--- src/hdl/nscan_pkg.sv ---
package nscan_pkg;

    localparam int MAX_PACKET_BYTES = 65536;
    localparam int POS_W = 16;
    localparam logic [POS_W-1:0] POS_TOP =
        (MAX_PACKET_BYTES - 1 < 65535) ? POS_W'(MAX_PACKET_BYTES - 1) : {POS_W{1'b1}};
    localparam logic [7:0] TYPE_MASK = 8'h1f;
    localparam logic [1:0] ZERO_RUN_TOP = 2'd3;

    localparam int QDEPTH = 4;
    localparam int QPTR_W = $clog2(QDEPTH);
    localparam int QCNT_W = $clog2(QDEPTH + 1);

    typedef enum logic [0:0] {
        EV_UNIT_START = 1'b0,
        EV_PACKET_END = 1'b1
    } event_kind_t;

    typedef struct packed {
        event_kind_t       event_kind;
        logic [4:0]        nal_type;
        logic [POS_W-1:0]  unit_offset;
        logic [POS_W-1:0]  prev_end_offset;
        logic              prev_in_packet;
        logic [1:0]        strip_prev;
        logic [1:0]        trailing_zeros;
        logic              type_pending;
        logic              last;
    } nal_result_t;

    typedef struct packed {
        logic [1:0]   count;
        nal_result_t  first;
        nal_result_t  second;
    } result_push_t;

    function automatic logic [POS_W-1:0] sat_inc(input logic [POS_W-1:0] p);
        sat_inc = (p >= POS_TOP) ? POS_TOP : p + POS_W'(1);
    endfunction

endpackage

--- src/hdl/nscan_byte_if.sv ---
interface nscan_byte_if;
    logic       valid;
    logic       ready;
    logic [7:0] data_byte;
    logic       packet_start;
    logic       packet_end;

    modport source (output valid, output data_byte, output packet_start,
                    output packet_end, input ready);
    modport sink (input valid, input data_byte, input packet_start,
                  input packet_end, output ready);
endinterface

--- src/hdl/nscan_event_if.sv ---
interface nscan_event_if;
    logic                        valid;
    logic                        ready;
    logic                        event_kind;
    logic [4:0]                  nal_type;
    logic [nscan_pkg::POS_W-1:0] unit_offset;
    logic [nscan_pkg::POS_W-1:0] prev_end_offset;
    logic                        prev_in_packet;
    logic [1:0]                  strip_prev;
    logic [1:0]                  trailing_zeros;
    logic                        type_pending;
    logic                        last;

    modport source (output valid, output event_kind, output nal_type, output unit_offset,
                    output prev_end_offset, output prev_in_packet, output strip_prev,
                    output trailing_zeros, output type_pending, output last,
                    input ready);
    modport sink (input valid, input event_kind, input nal_type, input unit_offset,
                  input prev_end_offset, input prev_in_packet, input strip_prev,
                  input trailing_zeros, input type_pending, input last,
                  output ready);
endinterface

--- src/hdl/nal_start_code_scanner_core.sv ---
// Scans PES payload bytes for Annex B start codes at one byte per clock. Each
// accepted byte is decoded in the cycle it is taken and its results (none, one,
// or two when a type byte is also the packet's last byte) land in a four-entry
// result queue in the next cycle. stream.ready stays high while the queue has room
// for two results, so bytes flow at one per cycle as long as nal_events drains
// at least as fast as results are made; a byte that yields two results gives
// two events on nal_events and the queue absorbs the difference.
module nal_start_code_scanner_core
(
    input  logic         clk,
    input  logic         rst_n,
    nscan_byte_if.sink   stream,
    nscan_event_if.source nal_events
);

    logic                            accept;
    logic                            pop;
    nscan_pkg::result_push_t         push;
    nscan_pkg::nal_result_t          head;
    logic [nscan_pkg::QCNT_W-1:0]    q_count;

    assign stream.ready = (q_count <= nscan_pkg::QCNT_W'(nscan_pkg::QDEPTH - 2));
    assign accept       = stream.valid && stream.ready;
    assign pop          = nal_events.valid && nal_events.ready;

    nscan_scanner u_scanner
    (
        .clk          (clk),
        .rst_n        (rst_n),
        .accept       (accept),
        .data_byte    (stream.data_byte),
        .packet_start (stream.packet_start),
        .packet_end   (stream.packet_end),
        .push         (push)
    );

    nscan_result_queue u_queue
    (
        .clk   (clk),
        .rst_n (rst_n),
        .push  (push),
        .pop   (pop),
        .head  (head),
        .count (q_count)
    );

    assign nal_events.valid           = (q_count != '0);
    assign nal_events.event_kind      = head.event_kind;
    assign nal_events.nal_type        = head.nal_type;
    assign nal_events.unit_offset     = head.unit_offset;
    assign nal_events.prev_end_offset = head.prev_end_offset;
    assign nal_events.prev_in_packet  = head.prev_in_packet;
    assign nal_events.strip_prev      = head.strip_prev;
    assign nal_events.trailing_zeros  = head.trailing_zeros;
    assign nal_events.type_pending    = head.type_pending;
    assign nal_events.last            = head.last;

    a_queue_bound: assert property (@(posedge clk) disable iff (!rst_n)
        q_count <= nscan_pkg::QCNT_W'(nscan_pkg::QDEPTH))
        else $error("result queue overflow");

    a_end_reported: assert property (@(posedge clk) disable iff (!rst_n)
        (accept && stream.packet_end) |=> nal_events.valid)
        else $error("packet end byte gave no result");

    a_idle_byte_count: assert property (@(posedge clk) disable iff (!rst_n)
        (push.count == 2'd0 && !pop) |=> $stable(q_count))
        else $error("queue count moved without push or pop");

endmodule

--- src/hdl/nscan_scanner.sv ---
module nscan_scanner
(
    input  logic                     clk,
    input  logic                     rst_n,
    input  logic                     accept,
    input  logic [7:0]               data_byte,
    input  logic                     packet_start,
    input  logic                     packet_end,
    output nscan_pkg::result_push_t  push
);

    typedef struct packed {
        logic [nscan_pkg::POS_W-1:0] end_off;
        logic                        in_packet;
        logic [1:0]                  strip;
    } prev_t;

    logic [1:0]                  zero_run_reg, zero_run_next;
    logic                        awaiting_reg, awaiting_next;
    logic [nscan_pkg::POS_W-1:0] pos_reg, pos_next;
    logic                        open_reg, open_next;
    logic [1:0]                  carry_reg, carry_next;

    logic [nscan_pkg::POS_W-1:0] p;
    logic [nscan_pkg::POS_W-1:0] p_inc;
    logic                        open_eff;
    logic [1:0]                  carry_eff;
    prev_t                       prev_at_p;
    prev_t                       prev_at_inc;

    function automatic prev_t fill_prev(
        input logic [nscan_pkg::POS_W-1:0] i,
        input logic [1:0]                  z,
        input logic                        uo,
        input logic [1:0]                  cr
    );
        prev_t r;
        r.end_off   = ({1'b0, i} >= (17'(z) + 17'd1)) ?
                      (i - nscan_pkg::POS_W'(z) - nscan_pkg::POS_W'(1)) : '0;
        r.in_packet = uo;
        r.strip     = (!uo && cr != 2'd0 && ({1'b0, i} + 17'(cr)) <= 17'd4) ? cr : 2'd0;
        fill_prev   = r;
    endfunction

    assign p         = packet_start ? '0 : pos_reg;
    assign p_inc     = nscan_pkg::sat_inc(p);
    assign open_eff  = packet_start ? 1'b0 : open_reg;
    assign carry_eff = packet_start ? (awaiting_reg ? 2'd0 : zero_run_reg) : carry_reg;
    assign prev_at_p   = fill_prev(p, zero_run_reg, open_eff, carry_eff);
    assign prev_at_inc = fill_prev(p_inc, zero_run_reg, open_eff, carry_eff);

    always_comb
    begin
        nscan_pkg::nal_result_t unit_r;
        nscan_pkg::nal_result_t end_r;

        zero_run_next = zero_run_reg;
        awaiting_next = awaiting_reg;
        open_next     = open_eff;
        carry_next    = carry_eff;
        pos_next      = p_inc;

        unit_r            = '0;
        unit_r.event_kind = nscan_pkg::EV_UNIT_START;
        unit_r.nal_type   = 5'(data_byte & nscan_pkg::TYPE_MASK);
        unit_r.unit_offset = p;
        if (!packet_start)
        begin
            unit_r.prev_end_offset = prev_at_p.end_off;
            unit_r.prev_in_packet  = prev_at_p.in_packet;
            unit_r.strip_prev      = prev_at_p.strip;
        end

        if (awaiting_reg)
        begin
            open_next     = 1'b1;
            awaiting_next = 1'b0;
            zero_run_next = (packet_start || data_byte != 8'd0) ? 2'd0 : 2'd1;
        end
        else if (zero_run_reg < 2'd2)
        begin
            zero_run_next = (data_byte != 8'd0) ? 2'd0 : zero_run_reg + 2'd1;
        end
        else if (data_byte == 8'd0)
        begin
            zero_run_next = nscan_pkg::ZERO_RUN_TOP;
        end
        else if (data_byte == 8'd1)
        begin
            awaiting_next = 1'b1;
        end
        else
        begin
            zero_run_next = 2'd0;
        end

        end_r            = '0;
        end_r.event_kind = nscan_pkg::EV_PACKET_END;
        end_r.last       = 1'b1;
        if (awaiting_next)
        begin
            end_r.prev_end_offset = prev_at_inc.end_off;
            end_r.prev_in_packet  = prev_at_inc.in_packet;
            end_r.strip_prev      = prev_at_inc.strip;
            end_r.type_pending    = 1'b1;
        end
        else
        begin
            end_r.prev_end_offset = p_inc;
            end_r.prev_in_packet  = open_next;
            end_r.trailing_zeros  = zero_run_next;
        end

        unit_r.last = !packet_end;

        push = '0;
        if (accept)
        begin
            if (awaiting_reg)
            begin
                push.first  = unit_r;
                push.second = end_r;
                push.count  = packet_end ? 2'd2 : 2'd1;
            end
            else if (packet_end)
            begin
                push.first = end_r;
                push.count = 2'd1;
            end
        end
    end

    always_ff @(posedge clk or negedge rst_n)
    begin
        if (!rst_n)
        begin
            zero_run_reg <= '0;
            awaiting_reg <= 1'b0;
            pos_reg      <= '0;
            open_reg     <= 1'b0;
            carry_reg    <= '0;
        end
        else if (accept)
        begin
            zero_run_reg <= zero_run_next;
            awaiting_reg <= awaiting_next;
            pos_reg      <= pos_next;
            open_reg     <= open_next;
            carry_reg    <= carry_next;
        end
    end

endmodule

--- src/hdl/nscan_result_queue.sv ---
module nscan_result_queue
(
    input  logic                          clk,
    input  logic                          rst_n,
    input  nscan_pkg::result_push_t       push,
    input  logic                          pop,
    output nscan_pkg::nal_result_t        head,
    output logic [nscan_pkg::QCNT_W-1:0]  count
);

    nscan_pkg::nal_result_t              entry_reg [nscan_pkg::QDEPTH];
    logic [nscan_pkg::QPTR_W-1:0]        wr_ptr_reg, wr_ptr_next;
    logic [nscan_pkg::QPTR_W-1:0]        rd_ptr_reg, rd_ptr_next;
    logic [nscan_pkg::QCNT_W-1:0]        count_reg, count_next;
    logic [nscan_pkg::QPTR_W-1:0]        wr_ptr_second;

    assign wr_ptr_second = wr_ptr_reg + nscan_pkg::QPTR_W'(1);
    assign wr_ptr_next   = wr_ptr_reg + nscan_pkg::QPTR_W'(push.count);
    assign rd_ptr_next   = rd_ptr_reg + nscan_pkg::QPTR_W'(pop);
    assign count_next    = count_reg + nscan_pkg::QCNT_W'(push.count)
                         - nscan_pkg::QCNT_W'(pop);
    assign head          = entry_reg[rd_ptr_reg];
    assign count         = count_reg;

    always_ff @(posedge clk)
    begin
        if (push.count != 2'd0)
        begin
            entry_reg[wr_ptr_reg] <= push.first;
        end
        if (push.count == 2'd2)
        begin
            entry_reg[wr_ptr_second] <= push.second;
        end
    end

    always_ff @(posedge clk or negedge rst_n)
    begin
        if (!rst_n)
        begin
            wr_ptr_reg <= '0;
            rd_ptr_reg <= '0;
            count_reg  <= '0;
        end
        else
        begin
            wr_ptr_reg <= wr_ptr_next;
            rd_ptr_reg <= rd_ptr_next;
            count_reg  <= count_next;
        end
    end

endmodule

--- src/flat_wrapper.sv ---
// flat-port wrapper written by rule: the top's interface ports become plain ports
module nal_start_code_scanner_core_flat 
  (clk, rst_n, stream_valid, stream_data_byte, stream_packet_start, stream_packet_end, stream_ready, nal_events_valid, nal_events_event_kind, nal_events_nal_type, nal_events_unit_offset, nal_events_prev_end_offset, nal_events_prev_in_packet, nal_events_strip_prev, nal_events_trailing_zeros, nal_events_type_pending, nal_events_last, nal_events_ready);
  nscan_byte_if stream_i ();
  nscan_event_if nal_events_i ();
  input  logic clk;
  input  logic rst_n;
  input wire logic [$bits(stream_i.valid)-1:0] stream_valid;
  input wire logic [$bits(stream_i.data_byte)-1:0] stream_data_byte;
  input wire logic [$bits(stream_i.packet_start)-1:0] stream_packet_start;
  input wire logic [$bits(stream_i.packet_end)-1:0] stream_packet_end;
  output wire logic [$bits(stream_i.ready)-1:0] stream_ready;
  output wire logic [$bits(nal_events_i.valid)-1:0] nal_events_valid;
  output wire logic [$bits(nal_events_i.event_kind)-1:0] nal_events_event_kind;
  output wire logic [$bits(nal_events_i.nal_type)-1:0] nal_events_nal_type;
  output wire logic [$bits(nal_events_i.unit_offset)-1:0] nal_events_unit_offset;
  output wire logic [$bits(nal_events_i.prev_end_offset)-1:0] nal_events_prev_end_offset;
  output wire logic [$bits(nal_events_i.prev_in_packet)-1:0] nal_events_prev_in_packet;
  output wire logic [$bits(nal_events_i.strip_prev)-1:0] nal_events_strip_prev;
  output wire logic [$bits(nal_events_i.trailing_zeros)-1:0] nal_events_trailing_zeros;
  output wire logic [$bits(nal_events_i.type_pending)-1:0] nal_events_type_pending;
  output wire logic [$bits(nal_events_i.last)-1:0] nal_events_last;
  input wire logic [$bits(nal_events_i.ready)-1:0] nal_events_ready;
  assign stream_i.valid = stream_valid;
  assign stream_i.data_byte = stream_data_byte;
  assign stream_i.packet_start = stream_packet_start;
  assign stream_i.packet_end = stream_packet_end;
  assign stream_ready = stream_i.ready;
  assign nal_events_valid = nal_events_i.valid;
  assign nal_events_event_kind = nal_events_i.event_kind;
  assign nal_events_nal_type = nal_events_i.nal_type;
  assign nal_events_unit_offset = nal_events_i.unit_offset;
  assign nal_events_prev_end_offset = nal_events_i.prev_end_offset;
  assign nal_events_prev_in_packet = nal_events_i.prev_in_packet;
  assign nal_events_strip_prev = nal_events_i.strip_prev;
  assign nal_events_trailing_zeros = nal_events_i.trailing_zeros;
  assign nal_events_type_pending = nal_events_i.type_pending;
  assign nal_events_last = nal_events_i.last;
  assign nal_events_i.ready = nal_events_ready;
  nal_start_code_scanner_core u_core (.clk(clk), .rst_n(rst_n), .stream(stream_i), .nal_events(nal_events_i));
endmodule
--- config.mk ---
export PLATFORM = sky130hd
export DESIGN_NAME = nal_start_code_scanner_core_flat
export DESIGN_NICKNAME = d
export VERILOG_FILES = /design/src/hdl/nscan_pkg.sv /design/src/hdl/nscan_byte_if.sv /design/src/hdl/nscan_event_if.sv /design/src/hdl/nal_start_code_scanner_core.sv /design/src/hdl/nscan_scanner.sv /design/src/hdl/nscan_result_queue.sv /design/src/flat_wrapper.sv
export SDC_FILE = /design/constraint.sdc
export NUM_CORES = 1
export LEC_CHECK = 0
export ABC_AREA = 1
export BUFFER_PORTS_ARGS = -buffer_cell sky130_fd_sc_hd__buf_4
export CORE_ASPECT_RATIO = 0.8
export CORE_MARGIN = 1
export CORE_UTILIZATION = 40
export DETAILED_ROUTE_END_ITERATION = 7
export PLACE_DENSITY = 0.63
export SLEW_MARGIN = 20
export SYNTH_ARGS = -nofsm -noshare
export SYNTH_HDL_FRONTEND = slang
export SYNTH_SLANG_ARGS = --single-unit
--- constraint.sdc ---
create_clock -name clk -period 3.8 [get_ports clk]
set_input_delay 0.57 -clock clk [delete_from_list [all_inputs] [get_ports clk]]
set_output_delay 0.57 -clock clk [all_outputs]
set_load 0.01 [all_outputs]
-- Word level (Yosys, flattened, before mapping)
Memory sizes are Yosys's and may differ from the RTL's.
Index checks and enable logic that the tools add are counted.
- register bits after elaboration: 29
- memory bits (writable): 180
- input bits: 14
- output and inout bits: 47
- word-level logic and storage cells: 79
- memories kept: 1
- memories (memory ; depth ; bits a word ; rd ports ; clocked after memory_dff ; wr ports ; line ; text):
    u_core.u_queue.entry_reg ; 4 ; 45 ; 1 ; 0 ; 2 ; nscan_result_queue.sv:11 ; nscan_pkg::nal_result_t entry_reg [nscan_pkg::QDEPTH];
- $add $sub $neg: 14
- magnitude comparators: 7
- equal/unequal tests: 2
- multiplexer cells: 34
- reductions and logical operators: 13
- operator list (kind ; count):
    $mux W92 ; 1
    $mux W16 ; 4
    $mux W47 ; 1
    $mux W46 ; 1
    $mux W45 ; 1
    $add A16 B2 Y17 ; 2
    $le A17 B3 Y1 const B ; 2
    $sub A16 B1 Y16 const B ; 2
    $sub A16 B2 Y16 ; 2
    $mux W2 ; 12
    $mux W19 ; 1
    $ge A16 B17 Y1 ; 1
    $mux W17 ; 1
    $add A16 B1 Y16 const B ; 1
    $ge A16 B16 Y1 const B ; 1
    $ge A16 B3 Y1 ; 1
    $mux W1 ; 12
    $eq A8 B1 Y1 const B ; 1
    $logic_not A8 Y1 ; 1
    $reduce_bool A8 Y1 ; 1
    $logic_and A1 B1 Y1 ; 5
    $add A2 B1 Y2 const B ; 2
    $reduce_bool A2 Y1 ; 2
    $add A2 B1 Y3 const B ; 1
    10 further kinds ; 11

-- Logic depth before layout (Yosys ltp)
- word-level depth: 14
- depth in mapped cells: 25
- depth with buffers taken out: 24

-- By module
A second synthesis with hierarchy kept.
- cell total of the unflattened synthesis: 2046
- area, all modules: 14735.4 um^2
- by module, submodules not included (module ; times used ; cells each ; area each (um^2) ; seq. area each (um^2)):
    nscan_result_queue ; 1 ; 1309 ; 10463.8 ; 5580.4
    nscan_scanner ; 1 ; 726 ; 4217.8 ; 550.5
    nal_start_code_scanner_core ; 1 ; 11 ; 53.8 ; 0.0

-- Worst setup path after synthesis
No wires, ideal clock.
- path type: input to register
- start: input stream_packet_start
- end: memory u_core.u_queue.entry_reg[1][19] in the netlist's numbering (data pin)
- setup time: 0.265 ns
- arrival: 3.661 ns
- required time: 3.535 ns
- setup slack: -0.126 ns
- cell stages on the path: 22
- path buffers: 2
- cell sequence: buf_6 buf_2 nor2_1 ha_1 nand4_4 clkinv_1 nand2_1 nor2_1 nor2_1 inv_1 ha_1 fa_1 inv_1 nand3_1 nor2_1 and2_1 nand2_1 nor2_1 xor2_1 o21ai_2 nand3_1 o21ai_0
- RTL lines (element ; line ; text):
    from (decl) ; flat_wrapper.sv:10 ; input wire logic [$bits(stream_i.packet_start)-1:0] stream_packet_start;
    to (decl) ; nscan_result_queue.sv:11 ;

==> summary.txt <==
Outcome
  – Outcome: completed

Synthesis
  – Synth Flop Type: edfxtp_1
  – Post-Syn Nets: 1580
  – Sequential fraction of the synthesis area: 0.443
  – Netlist cell types: between 50 and 60
  – Number of synthesized flops with an enable pin: between 90 and 100
  – Post-Syn Instances: 1537
  – FF+latch count, synth: 209
  – Avg Cell Area, Syn: 7.77 um2
  – Syn. warnings: 0
  – Ys async rst share: 0.139
  – Netlist Area Pre-Place: 11900 um2

Setup path
  – CP max stage cell: dfrtp_1
  – Kind of critical path: flip-flop to flip-flop
  – CP required: just over 4 ns
  – Largest delay contributor family on the critical path: simple AND/OR/NAND/NOR gates
  – Arrival time at the worst endpoint: 3.75 ns
  – Worst setup SP type: flip-flop
  – CP Cell Sequence: inv_1, nor2_4, ha_1, nand4_4, clkinv_1, nand2_1, nor2_2, nor2_2, inv_1, ha_1, fa_1, inv_1, nand3_1, nor2_1, and2_1, nand2_1, nor2_1, xor2_1, o21ai_2, nand3_1, o21ai_0
  – Buf+Inv Stages, Crit Path: 4
  – Critical path peak fanout: 4
  – CP peak stage delay: 0.39 ns
  – Crit end category: flip-flop
  – Crit path top cell by count: inv_1

Global route
  – Vias in the first global route: 10352
  – First-pass GRT wire length: 61800 um
  – All-layer global routing usage: 0.261
  – Grt ovf: 0
  – Antenna violations before repair: 0
  – Largest net degree at the start of global routing: 91

Timing
  – Hold slack: 0.370 ns
  – RSZ-0062 raised after global routing: no
  – Slew Viols, Final: 0
  – Clock skew: 0.0231 ns
  – Period utilization: 0.915
  – Worst-margin pin slew: 0.867 ns
  – Final-report setup violation count: 0
  – Post-route minimum period: 3.48 ns
  – Fmax: 0.288 GHz
  – Max-slew headroom: 0.421
  – Final hold viol count: 0

Route
  – Via count: 11394
  – Number of detailed-route iterations in the first pass: 6
  – # DRC: 0
  – Wirelength, routed: 39900 um
  – DR vias/cell: 5.63
  – Wire per inst: 19.7 um
  – DRT antenna net count: 0
  – DR iter-0 viols: 1462

Cells and area
  – Diode count: 0
  – Fraction of layout cells with a size suffix above 1: 0.162
  – Reg area: ~5300 um2
  – NumNets Final: 1672
  – Multi-input logic area: 5900 um2
  – FILL cells: 2913
  – Max FFs per register: 180
  – Most common cell after layout, fill and taps aside: o21ai_0
  – Final cell count without fillers: slightly above 2000
  – Most frequent cells in the layout: o21ai_0, nand2_1, nor2_1, nand3_1, buf_4
  – Area Growth Syn to Fin: 17.6%

Clock network
  – Worst-path clk slew: 0.06 ns
  – CTS HTree Levels: 1
  – Largest buffer count on any clock path: 3
  – Post CTS Setup Buffer Count: 0
  – TritonCTS buffer count: 23
  – Worst-Skew Late Latency: between 0.5 and 0.6 ns
  – Clock root buffer: clkbuf_16
  – CTS Sinks: 209
  – CTS tree: done

Flow run
  – Max-Cap Viols: 0

Floorplan
  – Chip height: 157 um
  – Die Span X: roughly 200 um
  – Io pins: 61
  – Standard-cell rows: 56
  – Die ar.: 30600 um2
  – Initial Util: 0.407
  – Core footprint: 29400 um2

Pwr
  – LEAKAGE: around 0.0057 uW
  – Pwr Density: 643 nW/um2
  – PnR Total Power: between 9000 and 10000 uW
  – VDD IR max: roughly 0.34 mV

Placed design
  – Gp weighted congestion: 0.955
  – Detail Placement HPWL: between 20000 and 30000 um
  – Placed cell count: roughly 2000
  – Number of port buffers: 60

Min path
  – Hold Path Class: input port to flip-flop
-- cells by family after synthesis --
logic type | Yosys count | synth area share
simple gates | 715 | 0.269
compound gates | 358 | 0.165
flops | 209 | 0.443
buf+inv | 191 | 0.0639
xor+xnor | 35 | 0.0257
fa+ha+maj | 29 | 0.0335
-- report_power, final --
group          internal (uW)  switching (uW)  leakage [uW]  total [uW]
clock network           1390             990      0.000393        2380
logic                   1400            2490       0.00336        3890
registers               2550             214       0.00195        2760
total                   5340            3700       0.00571        9030
-- per-layer routing --
layer | vias up | global-route usage | part of all wire
li1 | 5446 | - | -
met1 | 5368 | 0.386 | 0.47
met2 | 511 | 0.390 | 0.42
met3 | 69 | 0.0478 | 0.088
met4 | 0 | 0.0645 | 0.024
met5 | - | 0 | 0
-- synthesized netlist by cell type (all sizes together) (2+ instances only) --
cell type	n	area [um2]
o31ai	3	22.5
a21oi	10	61.3
nor3	11	60.1
nor2	227	918
nand3	184	971
a21o	2	15.0
edfxtp	96	2880
ha	24	300
xor2	33	289
clkbuf	66	248
and2	2	12.5
inv	105	404
a211oi	3	22.5
dfxtp	84	1680
nand4	17	121
o21ai	278	1460
xnor2	2	17.5
buf	14	88.8
o22ai	56	350
dfrtp	29	726
clkinv	6	22.5
nand2	267	1080
fa	5	100
nand3b	3	22.5
-- worst reg2reg max path: cells and delay by family (launching register included) --
family / cells / cell delay [ns]
DFF: 1 / 0.39
and+or+nand+nor: 11 / 1.31
xor gates and xnor gates: 1 / 0.21
adders and majority gates: 3 / 0.79
buffers and inverters: 4 / 0.34
AOI/OAI and AO/OA: 2 / 0.18
-- metrics by stage --
stage | util | setup slack [ns] | area [um2] | setup TNS (ns)
after floorplan | - | 0.0326 | 12000 | 0
after global placement | 0.450 | 0.0517 | 13200 | 0
after detailed placement | 0.450 | -0.0371 | 13200 | -0.158
after CTS | 0.478 | 0.290 | 14000 | 0
after global routing | 0.478 | 0.0638 | 14000 | 0
final | 0.478 | 0.323 | 14000 | 0
-- final timing paths --
kind,from,endpoint,slack [ns],cells after the start
worst min-delay path,stream_data_byte[2],u_core.u_queue.entry_reg[1][41],0.37,3
worst max register to register,u_core.u_scanner.pos_reg[1],u_core.u_queue.entry_reg[3][19],0.32,21
min in group asynchronous,rst_n,u_core.u_scanner.pos_reg[13],0.51,2
max in group asynchronous,rst_n,u_core.u_queue.rd_ptr_reg[0],2.95,2
worst min register to register,u_core.u_queue.entry_reg[2][24],u_core.u_queue.entry_reg[2][24],0.46,2
worst max-delay path,u_core.u_scanner.pos_reg[1],u_core.u_queue.entry_reg[3][19],0.32,21
-- final cells by class --
cell class              instances  area share
multi-input cells            1137       0.420
flip-flops and latches        209       0.377
repair buffers                147      0.0814
clock buffers                  30      0.0472
well taps                     377      0.0336
inverters                     111      0.0304
clock inverters                12      0.0102
-- what timing repair did --
action | CTS | global route
endpoints found under the hold margin | 16 | 0
resized for setup | 0 | 1
endpoints found under the setup margin | 0 | 6
hold buffers | 1 | 0
Note: power is estimated with default switching activity, not from simulation.
